===== src/rtl/fcl_pkg.sv =====
// ----------------------------------------------------------------------------
// fcl_pkg
// Shared types, constants and the control program of the fully connected layer.
// ----------------------------------------------------------------------------
package fcl_pkg;

  localparam int MAX_DIM_DEF = 64;  // default largest vector length
  localparam int FX_W        = 16;  // fixed-point word width
  localparam int FX_INT      = 9;   // integer bits
  localparam int FX_FRAC     = FX_W - FX_INT;
  localparam int LEN_W       = 7;   // width of the length registers
  localparam int IDX_W       = 6;   // width of the row / col fields
  localparam int PROD_W      = 2 * FX_W;

  // register indexes on the configuration port
  localparam logic REG_IN_LEN  = 1'b0;
  localparam logic REG_OUT_LEN = 1'b1;

  typedef enum logic [1:0] {
    KIND_INPUT  = 2'd0,
    KIND_BIAS   = 2'd1,
    KIND_WEIGHT = 2'd2,
    KIND_RUN    = 2'd3
  } kind_t;

  // program steps
  typedef enum logic [2:0] {
    S_IDLE = 3'd0,
    S_ROW  = 3'd1,
    S_BIAS = 3'd2,
    S_RD   = 3'd3,
    S_MUL  = 3'd4,
    S_ACC  = 3'd5,
    S_EMIT = 3'd6,
    S_DONE = 3'd7
  } step_t;

  // hold conditions: the step repeats while it is true
  typedef enum logic [1:0] {
    W_NONE,
    W_START,
    W_OUT
  } wait_t;

  // jump conditions: go to target when true, else to the next step
  typedef enum logic [2:0] {
    J_NEXT,
    J_ALWAYS,
    J_COLS_ZERO,
    J_COL_MORE,
    J_ROW_MORE
  } jump_t;

  typedef struct packed {
    logic  in_ready;
    logic  start_run;
    logic  clr_col;
    logic  ld_bias;
    logic  ld_prod;
    logic  acc_step;
    logic  emit;
    wait_t wait_c;
    jump_t jump_c;
    step_t target;
  } ctl_t;

  typedef struct packed {
    logic start;
    logic out_busy;
    logic cols_zero;
    logic col_more;
    logic row_more;
  } stat_t;

  localparam ctl_t CTL_NOP = '{in_ready: 1'b0, start_run: 1'b0, clr_col: 1'b0,
                               ld_bias: 1'b0, ld_prod: 1'b0, acc_step: 1'b0,
                               emit: 1'b0, wait_c: W_NONE, jump_c: J_NEXT,
                               target: S_IDLE};

  // control store
  function automatic ctl_t rom_word(step_t s);
    ctl_t c;
    c = CTL_NOP;
    unique case (s)
      S_IDLE: begin
        c.in_ready  = 1'b1;
        c.start_run = 1'b1;
        c.wait_c    = W_START;
      end
      S_ROW:  c.clr_col = 1'b1;
      S_BIAS: begin
        c.ld_bias = 1'b1;
        c.jump_c  = J_COLS_ZERO;
        c.target  = S_EMIT;
      end
      S_RD:   c = CTL_NOP;
      S_MUL:  c.ld_prod = 1'b1;
      S_ACC: begin
        c.acc_step = 1'b1;
        c.jump_c   = J_COL_MORE;
        c.target   = S_RD;
      end
      S_EMIT: begin
        c.emit   = 1'b1;
        c.wait_c = W_OUT;
        c.jump_c = J_ROW_MORE;
        c.target = S_ROW;
      end
      S_DONE: begin
        c.jump_c = J_ALWAYS;
        c.target = S_IDLE;
      end
      default: c = CTL_NOP;
    endcase
    return c;
  endfunction

endpackage


===== src/rtl/fcl_seq.sv =====
// ----------------------------------------------------------------------------
// fcl_seq
// Step counter and control store; issues one control word per cycle, repeating it while the step holds.
// ----------------------------------------------------------------------------
module fcl_seq (
  input  logic           clk,
  input  logic           rst_n,
  input  fcl_pkg::stat_t stat,
  output fcl_pkg::ctl_t  ctl,
  output logic           fire
);
  import fcl_pkg::*;

  step_t pc_r, pc_nxt;
  logic  hold;
  logic  take;

  // output decode
  always_comb begin
    ctl = rom_word(pc_r);
  end

  always_comb begin
    unique case (ctl.wait_c)
      W_START: hold = !stat.start;
      W_OUT:   hold = stat.out_busy;
      default: hold = 1'b0;
    endcase
    unique case (ctl.jump_c)
      J_ALWAYS:    take = 1'b1;
      J_COLS_ZERO: take = stat.cols_zero;
      J_COL_MORE:  take = stat.col_more;
      J_ROW_MORE:  take = stat.row_more;
      default:     take = 1'b0;
    endcase
  end

  assign fire = !hold;

  // next step
  always_comb begin
    if (hold) begin
      pc_nxt = pc_r;
    end else if (take) begin
      pc_nxt = ctl.target;
    end else begin
      pc_nxt = step_t'(pc_r + 3'd1);
    end
  end

  always_ff @(posedge clk) begin
    if (!rst_n) begin
      pc_r <= S_IDLE;
    end else begin
      pc_r <= pc_nxt;
    end
  end

endmodule


===== config.mk =====
export PLATFORM = sky130hd
export DESIGN_NAME = fcl_seq
export DESIGN_NICKNAME = d
export VERILOG_FILES = /design/src/rtl/fcl_pkg.sv /design/src/rtl/fcl_seq.sv
export SDC_FILE = /design/constraint.sdc
export NUM_CORES = 1
export LEC_CHECK = 0
export BUFFER_PORTS_ARGS = -buffer_cell sky130_fd_sc_hd__clkbuf_2
export CAP_MARGIN = 20
export CORE_AREA = 2 2 39 41
export DETAILED_ROUTE_END_ITERATION = 16
export DIE_AREA = 0 0 41 43
export PLACE_DENSITY = 0.7
export SLEW_MARGIN = 10
export SYNTH_ARGS = -nofsm -noshare
export SYNTH_HDL_FRONTEND = slang
export SYNTH_SLANG_ARGS = --single-unit

===== constraint.sdc =====
create_clock -name clk -period 2.7 [get_ports clk]
set_input_delay 0.54 -clock clk [delete_from_list [all_inputs] [get_ports clk]]
set_output_delay 0.54 -clock clk [all_outputs]
set_load 0.02 [all_outputs]

* Word-level counts from Yosys, hierarchy flattened
Cells that the tools add are included.
Word-level totals: register bits 3, bits of input ports 7, output and inout port bits 16
Operators by class: add/sub/neg operators 1, equality and inequality tests 12, mux-type cells 11, reductions and logical operators 3
Operator list (number):
- 6-bit one-hot mux with 4 select lines | 1
- 3-bit equality test (second input constant) | 5
- 3-bit by 2-bit equality test with 1-bit output (second input constant) | 3
- 3-bit by 1-bit equality test with 1-bit output (second input constant) | 2
- 1-bit two-way mux | 5
- 1-bit one-hot mux with 4 select lines | 1
- 2-bit one-hot mux with 2 select lines | 1
- 3-bit by 1-bit adder with 3-bit output (second input constant) | 1
- 3-bit logical NOT | 1
- 3-bit two-way mux | 1
- 2-bit by 1-bit equality test with 1-bit output (second input constant) | 1
- 2-bit equality test (second input constant) | 1
- 1-bit logical NOT | 2
- 2-bit two-way mux | 1
- 1-bit one-hot mux with 2 select lines | 1

* Logic depth before layout (Yosys ltp)
Gate-level depths: netlist of the first run.
depth in word-level cells 5, depth in mapped cells 9

* Worst setup path before layout of the first run
OpenSTA, ideal clock, no wires.
path type flip-flop to output port, from register pc_r[0], to output port ctl[4] (netlist name), data arrival time 1701 ps, data required time 2160 ps, setup slack 459 ps, stages on the path, launching flop included 7, path through dfxtp_1 buf_2 inv_1 ha_1 nor2b_1 o21ba_2 buf_4
RTL lines:
- from (decl) | RTL line fcl_seq.sv:14 | step_t pc_r, pc_nxt;
- from (signal assigned) | RTL line fcl_seq.sv:55 | pc_r <= pc_nxt;
- to (decl) | RTL line fcl_seq.sv:9 | output fcl_pkg::ctl_t ctl,

* Worst setup path in the final report of the first run
from register pc_r[0], to output port fire
On the way: cells in the longest elaborated chain, start to end 5, elaborated cells between the ends (all ways) 7, classes of those cells eq/ne: 3; mux: 2; reduce/logical: 2
Ends and longest elaborated chain:
- 3-bit equality test / 3-bit logical NOT (equally long branches) | RTL line fcl_pkg.sv:84 | unique case (s)
- 2-bit one-hot mux with 2 select lines (*) | RTL line fcl_pkg.sv:84
- 2-bit equality test / 2-bit by 1-bit equality test with 1-bit output (equally long branches) | RTL line fcl_seq.sv:24 | unique case (ctl.wait_c)
- 1-bit one-hot mux with 2 select lines (*) | RTL line fcl_seq.sv:24
- 1-bit logical NOT (*) | RTL line fcl_seq.sv:38 | assign fire = !hold;
- to (decl) | RTL line fcl_seq.sv:10 | output logic fire
Mark *: on every way between the ends. The rest lies on a longest branch, timed or not.

==> results.ini, run 1 <==
[routing]
avgRoutedWirePerCell_um = 12.3
drt_iter0_markers = 10
vias = 449
firstDrtPassIters = 4
ant_nets = 0
route.detailed.drc = 0
wl_um = 1130
routed_via_density = 4.88

[global_route]
met1_usage_pct = 18.8
use_met3_pct = 1.57
track_usage_pct = 14.3
grt_pass1_vias = 407
grt-busiest-layer = met2
grt_antenna_before_repair = 0
grt_max_degree = 13
grt_pass1_wl_um = 1700
global_route.usage.met2_pct = 21.6
grt_remaining_overflow = 0

[floorplanning]
dieArea_um2 = 1760
die_h_um = 43
die_w_um = 41
initial_core_util_pct = 34.4
ios = 23
rows = 14
core_area_um2 = 1380

[layout]
antenna_cells = 0
ff_latch_area_um2 = 60.1
largest_register_ff_count = 3
synthToLayoutAreaGrowth_pct = 20.0
num-fill-cells = 159
multi_input_area_um2 = 332
top_register = pc_r
reg_top3 = pc_r: 3 flops
drive_above_1_share_pct = 43.4
final_core_util_pct = 41.2
nets = 89

[power]
leakagePower_nw = 0.280
p_per_area_nw_per_um2 = 1050
total_power_uw = 600
ir_drop_mv = 0.280

[clock_network]
hold_buffers = 0
cts_root_buf = clkbuf_4
clk_path_buf_depth = 2
postCtsSetupBuffers = 0
cts_resized = 0
numCtsBuffers = 3
insertion_delay_ns = 0.25
clk_pin_slew_ns = 0.04
cts.htree.levels = 1
cts_tree = done
cts_num_sinks = 3

[setup_path]
r2r-start = pc_r[0]
start_kind = register
end_kind = output port
worstReg2RegEnd = pc_r[0]
path_max_fanout = 9
worstPathRequired_ns = 2.16
reg2reg_depth = 7
critical_path_class = reg2out
arrival_ns = 1.93
r2r_setup_slack_ns = 0.60

[placement]
portBuffers = 22
place_congestion = 0.766
hpwl_um = 911
pre_cts_ws_ns = 0.498

[synth]
ys_top_cells_by_area = ha_1 13%, dfxtp_1 13%, buf_4 9.5%, nor2b_1 7.9%, a311oi_4 5.5%
syn_inst = 58
synth_top_area_cell = ha_1
synthTopCellsByCount = 6 x buf_4, 6 x inv_1, 6 x nor2b_1, 5 x ha_1, 4 x nand3_1
yosysWarnings = 0
syn_avg_cell_area_um2 = 8.20
synthDistinctLibCells = 28
synth_fp_nets = 70
async_flop_share_pct = 0
synth.top_cell.area_share_pct = 13.2
syn_area_um2 = 475
synth_seq_cells = 3
ys.flop_type = dfxtp_1
synth_edf_count = 0
ys_seq_area_share_pct = 12.6

[min_path]
hp-class = in2reg
worstHoldStart = rst_n
min_to = pc_r[1]
holdPathStages = 3

[status]
status = finished, final reports clean

[timing]
period_share_pct = 91.5
worst_hold_slack_ns = 0.585
max_slew_margin_pct = 70.1
final_max_slew_viol_count = 0
hold_viol = 0
rsz0062_at_grt = no
fin_crit_ns = 2.47
timing.fmax_mhz = 405
worst_slack_ns = 0.230
setup_viol = 0
setup_tns_ns = 0
fin_skew_ns = 0.00726
worst_pin_slew_ns = 0.443

[run]
max_cap_viol_count = 0

## cell type report
cell class                      count  share of cell area, %
Sequential cell                     3                   10.5
Tap cell                           16                   3.51
Multi-Input combinational cell     41                   58.1
Timing Repair Buffer               22                   19.3
Clock buffer                        4                   4.61
Inverter                            6                   3.95
## where the power goes
part           leakage [nW]  switching [mW]  total [mW]  internal [mW]
Combinational         0.240           0.262       0.413          0.151
Sequential           0.0247          0.0401       0.102         0.0622
Clock                0.0150          0.0287      0.0844         0.0557
Total                 0.280           0.330       0.600          0.269
## routing by layer
metal	share of wire [%]	wire (µm)
met5	0	0
met4	2.2	25
met3	3.7	42
met2	51	572
met1	43	487
## cell families after synthesis
family                   after synthesis  share of synthesized area (%)
AND/OR/NAND/NOR                       19                           21.8
AO/OA/AOI/OAI                         16                           32.6
buffers and inverters                 14                           17.6
adder cells (fa/ha/maj)                5                           13.2
flip-flops                             3                           12.6
multiplexers                           1                           2.11
## worst max-delay path by stage
stage / from / to / slack (ns) / depth (start not counted)
3_3_place_gp: pc_r[0] / fire / 0.59 / 5
6_report: pc_r[0] / fire / 0.23 / 5
4_1_cts: pc_r[0] / fire / 0.24 / 5
5_1_grt: pc_r[0] / fire / 0.12 / 5
3_5_place_dp: pc_r[0] / fire / 0.50 / 5
2_1_floorplan: pc_r[0] / ctl[4] / 0.46 / 6
## critical path, stage by stage, from the launching register on
cell      delay [ns]
dfxtp_1         0.49
inv_1           0.14
ha_1            0.25
and2_4          0.20
a22oi_2         0.36
clkbuf_2        0.24
## per-stage QoR
| step | area, µm² | instances |
|---|---|---|
| 6_report | 571 | 92 |
| 5_1_grt | 571 | 92 |
| 3_5_place_dp | 544 | 88 |
| 4_1_cts | 571 | 92 |
| 3_3_place_gp | 544 | 88 |
| 2_1_floorplan | 475 | 58 |
## cell usage in the layout (no fill, tap or decap), drive strengths merged
| master | count |
|---|---|
| o21ai | 3 |
| nor2 | 2 |
| clkbuf | 26 |
| a21oi | 2 |
| o2111ai | 1 |
| a31oi | 1 |
| o22ai | 1 |
| or3 | 1 |
| mux2i | 1 |
| a22oi | 1 |
| a32o | 1 |
| o211ai | 1 |
| inv | 6 |
| nand3 | 4 |
| ha | 5 |
| o211a | 1 |
| nand2b | 1 |
| dfxtp | 3 |
| and2 | 2 |
| a21bo | 1 |
| nor2b | 6 |
| nand2 | 3 |
| a311oi | 2 |
| o21ba | 1 |
Note: power is estimated with default switching activity, not from simulation.
==> inputs of run 2 (changes only) <==
RECOVER_POWER = 100   (was default)
==> run 2 against run 1 <==
Effect of this change:
- via count unchanged
- cell count unchanged
- combinational power decreased by 9.2%
- register-to-register slack got worse by 0.18 ns
- largest cell class unchanged
- maximum frequency decreased by 0.32%
- worst hold slack improved by 0.00071 ns
- routed wire length increased by 2.3%
- highest routed layer unchanged
- critical path depth unchanged
- core utilization decreased by 3.3 points
- global-route usage unchanged
- clock skew increased by 0.0011 ns
- non-clock buffer count unchanged
==> results.ini, run 2 (synthesis results as in run 1) <==
[status]
status = finished, final reports clean  ; unchanged

[placement]
hpwl_um = 911  ; unchanged
pre_cts_ws_ns = 0.498  ; unchanged
post_dp_cell_area_um2 = 544  ; unchanged
place_congestion = 0.766  ; unchanged
portBuffers = 22  ; unchanged

[layout]
synthToLayoutAreaGrowth_pct = 10.3  ; was 20.0%
drive_above_1_share_pct = 18.4  ; was 43.4%
post-route-cell-area_um2 = 524  ; was 571 µm²
final_common_cell = clkbuf_1  ; was clkbuf_2
final_cell_mix = 16 x clkbuf_1, 7 x clkbuf_2, 6 x inv_1, 6 x nor2b_1, 5 x ha_1  ; was 22 x clkbuf_2, 6 x inv_1, 6 x nor2b_1, 5 x ha_1, 4 x nand3_1
nets = 89  ; unchanged
final_core_util_pct = 37.9  ; was 41.2%
reg_top3 = pc_r: 3 flops  ; unchanged
antenna_cells = 0  ; unchanged
largest_register_ff_count = 3  ; unchanged
top_register = pc_r  ; unchanged

[timing]
fin_skew_ns = 0.00836  ; was 0.00726 ns
fin_crit_ns = 2.48  ; was 2.47 ns
setup_tns_ns = 0  ; unchanged
period_share_pct = 91.8  ; was 91.5%
worst_slack_ns = 0.222  ; was 0.230 ns
max_slew_margin_pct = 71.4  ; was 70.1%
final_max_slew_viol_count = 0  ; unchanged
setup_viol = 0  ; unchanged
worst_pin_slew_ns = 0.417  ; was 0.443 ns
hold_viol = 0  ; unchanged
worst_hold_slack_ns = 0.585  ; about the same
rsz0062_at_grt = no  ; unchanged
timing.fmax_mhz = 404  ; was 405 MHz

[power]
leakagePower_nw = 0.238  ; was 0.280 nW
ir_drop_mv = 0.254  ; was 0.280 mV
p_per_area_nw_per_um2 = 1070  ; was 1050 nW/µm²

[setup_path]
cp_num_buf_inv = 2  ; unchanged
reg2reg_depth = 7  ; unchanged
worst_path_largest_cell_delay_ns = 0.49  ; about the same
start_kind = register  ; unchanged
end_kind = output port  ; unchanged
r2r-start = pc_r[0]  ; unchanged
path_max_fanout = 9  ; unchanged
r2r_setup_slack_ns = 0.42  ; was 0.60 ns
cp.depth = 5  ; unchanged
critical_path_class = reg2out  ; unchanged
cpMaxStageDelayCell = dfxtp_1  ; unchanged
worstPathRequired_ns = 2.16  ; about the same
arrival_ns = 1.94  ; was 1.93 ns
worstReg2RegEnd = pc_r[0]  ; unchanged
crit_chain = inv_1 -> ha_1 -> and2_4 -> a22oi_2 -> clkbuf_1  ; was inv_1 -> ha_1 -> and2_4 -> a22oi_2 -> clkbuf_2
cp_top_family = flip-flops  ; unchanged

[clock_network]
clk_pin_slew_ns = 0.04  ; about the same
cts_num_sinks = 3  ; unchanged
hold_buffers = 0  ; unchanged
cts_resized = 0  ; unchanged
clk_path_buf_depth = 2  ; unchanged
cts_tree = done  ; unchanged
insertion_delay_ns = 0.25  ; about the same
postCtsSetupBuffers = 0  ; unchanged
numCtsBuffers = 3  ; unchanged
cts.htree.levels = 1  ; unchanged
cts_root_buf = clkbuf_4  ; unchanged

[global_route]
grt_antenna_before_repair = 0  ; unchanged
grt_max_degree = 13  ; unchanged
track_usage_pct = 14.3  ; unchanged
grt_pass1_vias = 407  ; unchanged
grt_pass1_wl_um = 1700  ; unchanged
grt_remaining_overflow = 0  ; unchanged

[floorplanning]
rows = 14  ; unchanged
die_h_um = 43  ; unchanged
dieArea_um2 = 1760  ; unchanged
die_w_um = 41  ; unchanged
ios = 23  ; unchanged
core_area_um2 = 1380  ; unchanged
initial_core_util_pct = 34.4  ; unchanged

[routing]
routed_via_density = 4.88  ; unchanged
firstDrtPassIters = 4  ; unchanged
highest_layer = met4  ; unchanged
wl_met3_um = 58  ; was 42 µm
route.detailed.drc = 0  ; unchanged
drt_iter0_markers = 6  ; was 10
met2WireLength_um = 562  ; was 572 µm
avgRoutedWirePerCell_um = 12.6  ; was 12.3 µm
vias = 449  ; unchanged
drt-met1-wl_um = 508  ; was 487 µm
ant_nets = 0  ; unchanged
wl_um = 1160  ; was 1130 µm

[min_path]
min_to = pc_r[1]  ; unchanged
holdPathStages = 3  ; unchanged
hp-class = in2reg  ; unchanged
worstHoldStart = rst_n  ; unchanged

[run]
max_cap_viol_count = 0  ; unchanged

run 2: cell counts in the layout (fill, tap and decap cells not counted):
Identical to the previous run, type by type.
run 2: metrics by stage:
step | power (mW) | cells
finish | 0.561 | 92
global route | 0.619 | 92
CTS | 0.606 | 92
detailed placement | 0.519 | 88
global placement | 0.508 | 88
floorplan | 0.434 | 58
run 2: routing by layer:
metal | up-vias | GRT usage [%]
li1 | 236 | -
met1 | 194 | 18.8
met2 | 17 | 21.6
met3 | 2 | 1.57
met4 | 0 | 8.00
met5 | - | 0
run 2: area by class of cell:
cell class	count	area, µm²
Fill cell	171	860
Tap cell	16	20.0
Clock buffer	4	26.3
Timing Repair Buffer	22	91.3
Inverter	6	22.5
Multi-Input combinational cell	41	304
Sequential cell	3	60.1
run 2: power by group:
group | switching (mW) | internal [mW]
clock network | 0.0292 | 0.0558
registers | 0.0394 | 0.0622
logic | 0.251 | 0.124
run 2: worst max path at each step:
| stage | start | end |
|---|---|---|
| 6_report | pc_r[0] | fire |
| 5_1_grt | pc_r[0] | fire |
| 4_1_cts | pc_r[0] | fire |
| 3_5_place_dp | pc_r[0] | fire |
| 3_3_place_gp | pc_r[0] | fire |
| 2_1_floorplan | pc_r[0] | ctl[4] |
run 2: worst min-delay path, delay by kind of cell:
kind	cells	cell delay [ns]
AOI/OAI and AO/OA	2	0.12
buffers and inverters	1	0.12
